File: src/sv/lpht_pkg.sv
`timescale 1ns / 1ps
`default_nettype none

package lpht_pkg;

  localparam int MAX_SLOTS = 1024;
  localparam int SLOT_W    = $clog2(MAX_SLOTS);
  localparam int CNT_W     = SLOT_W + 1;
  localparam int DAT_W     = 32 + 32 + 16;

  localparam logic [31:0] BLK_EMPTY   = 32'hFFFF_FFFF;
  localparam logic [31:0] BLK_DELETED = 32'hFFFF_FFFE;

  localparam logic [2:0] OP_LOOKUP     = 3'd0;
  localparam logic [2:0] OP_LOOKUP_LOC = 3'd1;
  localparam logic [2:0] OP_INSERT     = 3'd2;
  localparam logic [2:0] OP_REMOVE     = 3'd3;
  localparam logic [2:0] OP_REMOVE_LOC = 3'd4;

  localparam logic [1:0] ST_DONE     = 2'd0;
  localparam logic [1:0] ST_NOTFOUND = 2'd1;
  localparam logic [1:0] ST_FULL     = 2'd2;

  typedef struct packed {
    logic [2:0]  opcode;
    logic [31:0] name_hash_a;
    logic [31:0] name_hash_b;
    logic [31:0] start_hash;
    logic [15:0] locale;
    logic [31:0] block_index;
  } lpht_in_t;

  typedef struct packed {
    logic [1:0]  status;
    logic [9:0]  slot_index;
    logic [10:0] occupied_count;
  } lpht_out_t;

  typedef struct packed {
    logic clear_en;
    logic load_item;
    logic probe_check;
    logic out_load;
  } ctl_cmd_t;

  typedef struct packed {
    logic clear_last;
    logic op_bad;
    logic probe_end;
  } ctl_st_t;

endpackage

`default_nettype wire

File: src/sv/lpht_ctrl.sv
`timescale 1ns / 1ps
`default_nettype none

module lpht_ctrl (
  input  wire logic              clk,
  input  wire logic              rst_n,
  input  wire logic              in_valid,
  output logic                   in_ready,
  output logic                   out_valid,
  input  wire logic              out_ready,
  input  wire lpht_pkg::ctl_st_t st,
  output lpht_pkg::ctl_cmd_t     cmd
);
  import lpht_pkg::*;

  localparam logic [2:0] S_CLEAR = 3'd0;
  localparam logic [2:0] S_IDLE  = 3'd1;
  localparam logic [2:0] S_READ  = 3'd2;
  localparam logic [2:0] S_CHECK = 3'd3;
  localparam logic [2:0] S_FIN   = 3'd4;

  logic [2:0] state_r, state_nxt;
  logic       out_valid_r, out_valid_nxt;

  always_comb begin
    state_nxt     = state_r;
    out_valid_nxt = out_valid_r;
    cmd           = '0;
    if (out_valid_r && out_ready) begin
      out_valid_nxt = 1'b0;
    end
    case (state_r)
      S_CLEAR: begin
        cmd.clear_en = 1'b1;
        if (st.clear_last) begin
          state_nxt = S_IDLE;
        end
      end
      S_IDLE: begin
        if (in_valid) begin
          cmd.load_item = 1'b1;
          state_nxt     = S_READ;
        end
      end
      S_READ: begin
        // The read data for the current slot arrives in the next cycle.
        state_nxt = st.op_bad ? S_FIN : S_CHECK;
      end
      S_CHECK: begin
        cmd.probe_check = 1'b1;
        state_nxt       = st.probe_end ? S_FIN : S_READ;
      end
      S_FIN: begin
        if (!out_valid_r || out_ready) begin
          cmd.out_load  = 1'b1;
          out_valid_nxt = 1'b1;
          state_nxt     = S_IDLE;
        end
      end
      default: begin
        state_nxt = S_IDLE;
      end
    endcase
  end

  always_ff @(posedge clk) begin
    if (!rst_n) begin
      state_r     <= S_CLEAR;
      out_valid_r <= 1'b0;
    end else begin
      state_r     <= state_nxt;
      out_valid_r <= out_valid_nxt;
    end
  end

  assign in_ready  = (state_r == S_IDLE);
  assign out_valid = out_valid_r;

  a_no_accept_in_clear: assert property (@(posedge clk) disable iff (!rst_n)
    (state_r == S_CLEAR) |-> !in_ready)
    else $error("input taken during clearing pass");

  a_check_after_read: assert property (@(posedge clk) disable iff (!rst_n)
    (state_r == S_CHECK) |-> ($past(state_r) == S_READ))
    else $error("slot checked without a read");

  a_load_keeps_result: assert property (@(posedge clk) disable iff (!rst_n)
    (cmd.out_load && out_valid_r) |-> out_ready)
    else $error("pending result overwritten");

endmodule

`default_nettype wire

File: config.mk
export PLATFORM = sky130hd
export DESIGN_NAME = lpht_ctrl
export DESIGN_NICKNAME = d
export VERILOG_FILES = /design/src/sv/lpht_pkg.sv /design/src/sv/lpht_ctrl.sv
export SDC_FILE = /design/constraint.sdc
export NUM_CORES = 1
export LEC_CHECK = 0
export ABC_AREA = 1
export CORE_AREA = 4 4 41 43
export DETAILED_ROUTE_END_ITERATION = 7
export DIE_AREA = 0 0 45 47
export DONT_BUFFER_PORTS = 1
export SLEW_MARGIN = 40
export SYNTH_ARGS = -nofsm -noshare
export SYNTH_HDL_FRONTEND = slang
export SYNTH_SLANG_ARGS = --single-unit
File: constraint.sdc
create_clock -name clk -period 1.7 [get_ports clk]
set_input_delay 0.085 -clock clk [delete_from_list [all_inputs] [get_ports clk]]
set_output_delay 0.085 -clock clk [all_outputs]
set_load 0.03 [all_outputs]
==> impl_results.md <==
- Hold buffer count at CTS: 1
- RSZ-0062 raised after global routing: no
- Max VDD drop: approximately 440 uV
- Setup TNS: 0 ns
- Yosys Warn Count: 0
- Final max-slew violation count: 0
- Worst Tran Pin Value: 0.560 ns
- Final ANT Viol Nets: 0
- Worst-path fanout max: 7
- Max incr delay on CP: 0.43 ns
- Compound-cell area share of the yosys netlist: 0.0463
- Hold WC Path Type: input pin to flip-flop
- GRT Util Overall: 0.0774
- Setup Fix Bufs, Post-CTS: 0
- CTS tree: yes
- Buf/Inv on CP: 0
- NumNets Final: 61
- Die ar.: about 2100 sq um
- Pin count of the biggest net entering global routing: 8
- Maximum clock insertion buffer count: 2
- FMAX: 706 MHz
- Synth Area in XOR/XNOR: 0
- Clk slew on worst S/H paths: 0.04 ns
- Synthesized area: 270 sq um
- IO Pins: 13
- Placer congestion estimate: 0.713
- Largest family of logic cells by synthesized area: simple AND/OR/NAND/NOR gates
- Critical path arrival: 1.33 ns
- Worst-skew pair later-pin latency: ~0.24 ns
- Data required time of the critical path: 1.62 ns
- Cts bufs inserted: 3
- Die X: between 40 and 50 um
- Synth Register Bits: 4
- Slowest stage cell, crit path: nor2_1
- Min Clock Period, post-route: 1.42 ns
- Starting Density: 0.208
- Ratio of cells with drive above 1 in the final layout: 0.173
- Synth Area in Simple Gates: 0.477
- Post-Route Skew: 0.00577 ns
- Post-CTS resize count: 0
- Post-synthesis mux area share: 0
- Max cap viols: 0
- Count of final hold-check violations: 0
- DR DRC count: 0
- Port buffer count: 0
- Core area: 1300 sq um
- Syn Area/Cell: 5.88 sq um
- Wire per inst: 10.3 um
- Place WS: between 0.5 and 0.6 ns
- Period utilization: 0.833
- Commonest non-fill, non-tap cell in the layout: inv_1
- Final setup fails: 0
- GRT overflow: 0
- # clock sinks: 4
- Critical path launch point type: flip-flop
- Via/cell ratio: 4.45
- Pleak: 0.181 nW
- DR pass1 iterations: 2
- Root Driver: clkbuf_4
- Worst path top cell family by delay: simple AND/OR/NAND/NOR gates
- Most frequent cells in the layout: inv_1 (12), nor2_1 (9), nand2_1 (6)
- Synth Net Count: 53
- Via count: 298
- Antenna cells: 0
- Cells after synthesis: 46
- Slew HR: 0.625
- Setup ws final: 0.284 ns
- Yosys cell types: 12
- Vias in the first global route: a little under 300
- Kind of critical path: flip-flop to primary output
- Area growth from synthesis to layout: 24.5%
- Site row count: 13
- DP HPWL: around 530 um
- Drt initial violations: 4
- Seq/Total Area, Yosys: 0.296
- PD cells: 983 nW/um^2
- Die Span Y: 47 um
- CP cell instances: nor2_2 > nand2_1 > nor2_1
- H-tree levels: 1
- Antenna violations before repair: 0
- Synth Area in Adders: 0
- Routed WL: 688 um
- Status: complete, no violations
- First-pass GRT wire length: roughly 1100 um
- Critical path capture point type: primary output
power by group:
group          internal, W  switching (W)
clock network    0.0000792      0.0000418
logic            0.0000255      0.0000701
registers         0.000102      0.0000123
total             0.000206       0.000124
cell usage after synthesis:
cell type,n,area [sq um]
nor3_1,1,5.00
inv_1,12,45.0
nor2_1,9,33.8
nand3_1,4,20.0
dfxtp_1,4,80.1
a21oi_1,1,5.00
nand4_1,4,25.0
nor2_2,2,12.5
nand2_1,6,22.5
nand3_2,1,10.0
inv_2,1,3.75
o211ai_1,1,7.51
cells by family (layout without fill, tap and decap cells):
family,after synthesis,in the layout
flops,4,4
buf+inv,13,19
compound gates,2,2
simple gates,27,27
flip-flops by register name, indices dropped and copies added (netlist names):
register,flops
out_valid,1
state_r,3
layout make-up:
cell class / count / area (sq um)
repair buffers: 3 / 25.0
clock buffers: 3 / 22.5
multi-input cells: 29 / 141
flip-flops and latches: 4 / 80.1
inverters: 13 / 48.8
fillers: 164 / 965
well taps: 15 / 18.8
stage by stage:
step | power (W) | cell area, sq um | util | std cells | hold WS, ns
2_1_floorplan | 0.000195 | 270 | - | 46 | 0.183
3_3_place_gp | 0.000210 | 304 | 0.234 | 63 | 0.186
3_5_place_dp | 0.000209 | 304 | 0.234 | 63 | 0.194
4_1_cts | 0.000338 | 337 | 0.259 | 67 | 0.00559
5_1_grt | 0.000362 | 337 | 0.259 | 67 | 0.0180
6_report | 0.000331 | 337 | 0.259 | 67 | 0.0148
path summary, 6_finish.rpt:
path	to	slack, ns	cells after the start	start
setup / recovery	cmd[0]	0.28	3	state_r[1]$_SDFFE_PN0P_
hold / removal	state_r[0]$_SDFFE_PN0P_	0.01	2	rst_n
setup reg to reg	state_r[1]$_SDFFE_PN0P_	0.65	6	state_r[1]$_SDFFE_PN0P_
hold reg to reg	out_valid$_SDFF_PN0_	0.56	4	out_valid$_SDFF_PN0_
metal layers:
metal  vias up  global-route usage  part of all wire
li1        155                   -                 -
met4         0              0.0351                 0
met1       134              0.0705              0.37
met3         0              0.0690              0.10
met2         9               0.121              0.52
met5         -                   0                 0
Power figures use the tool's default switching activity.
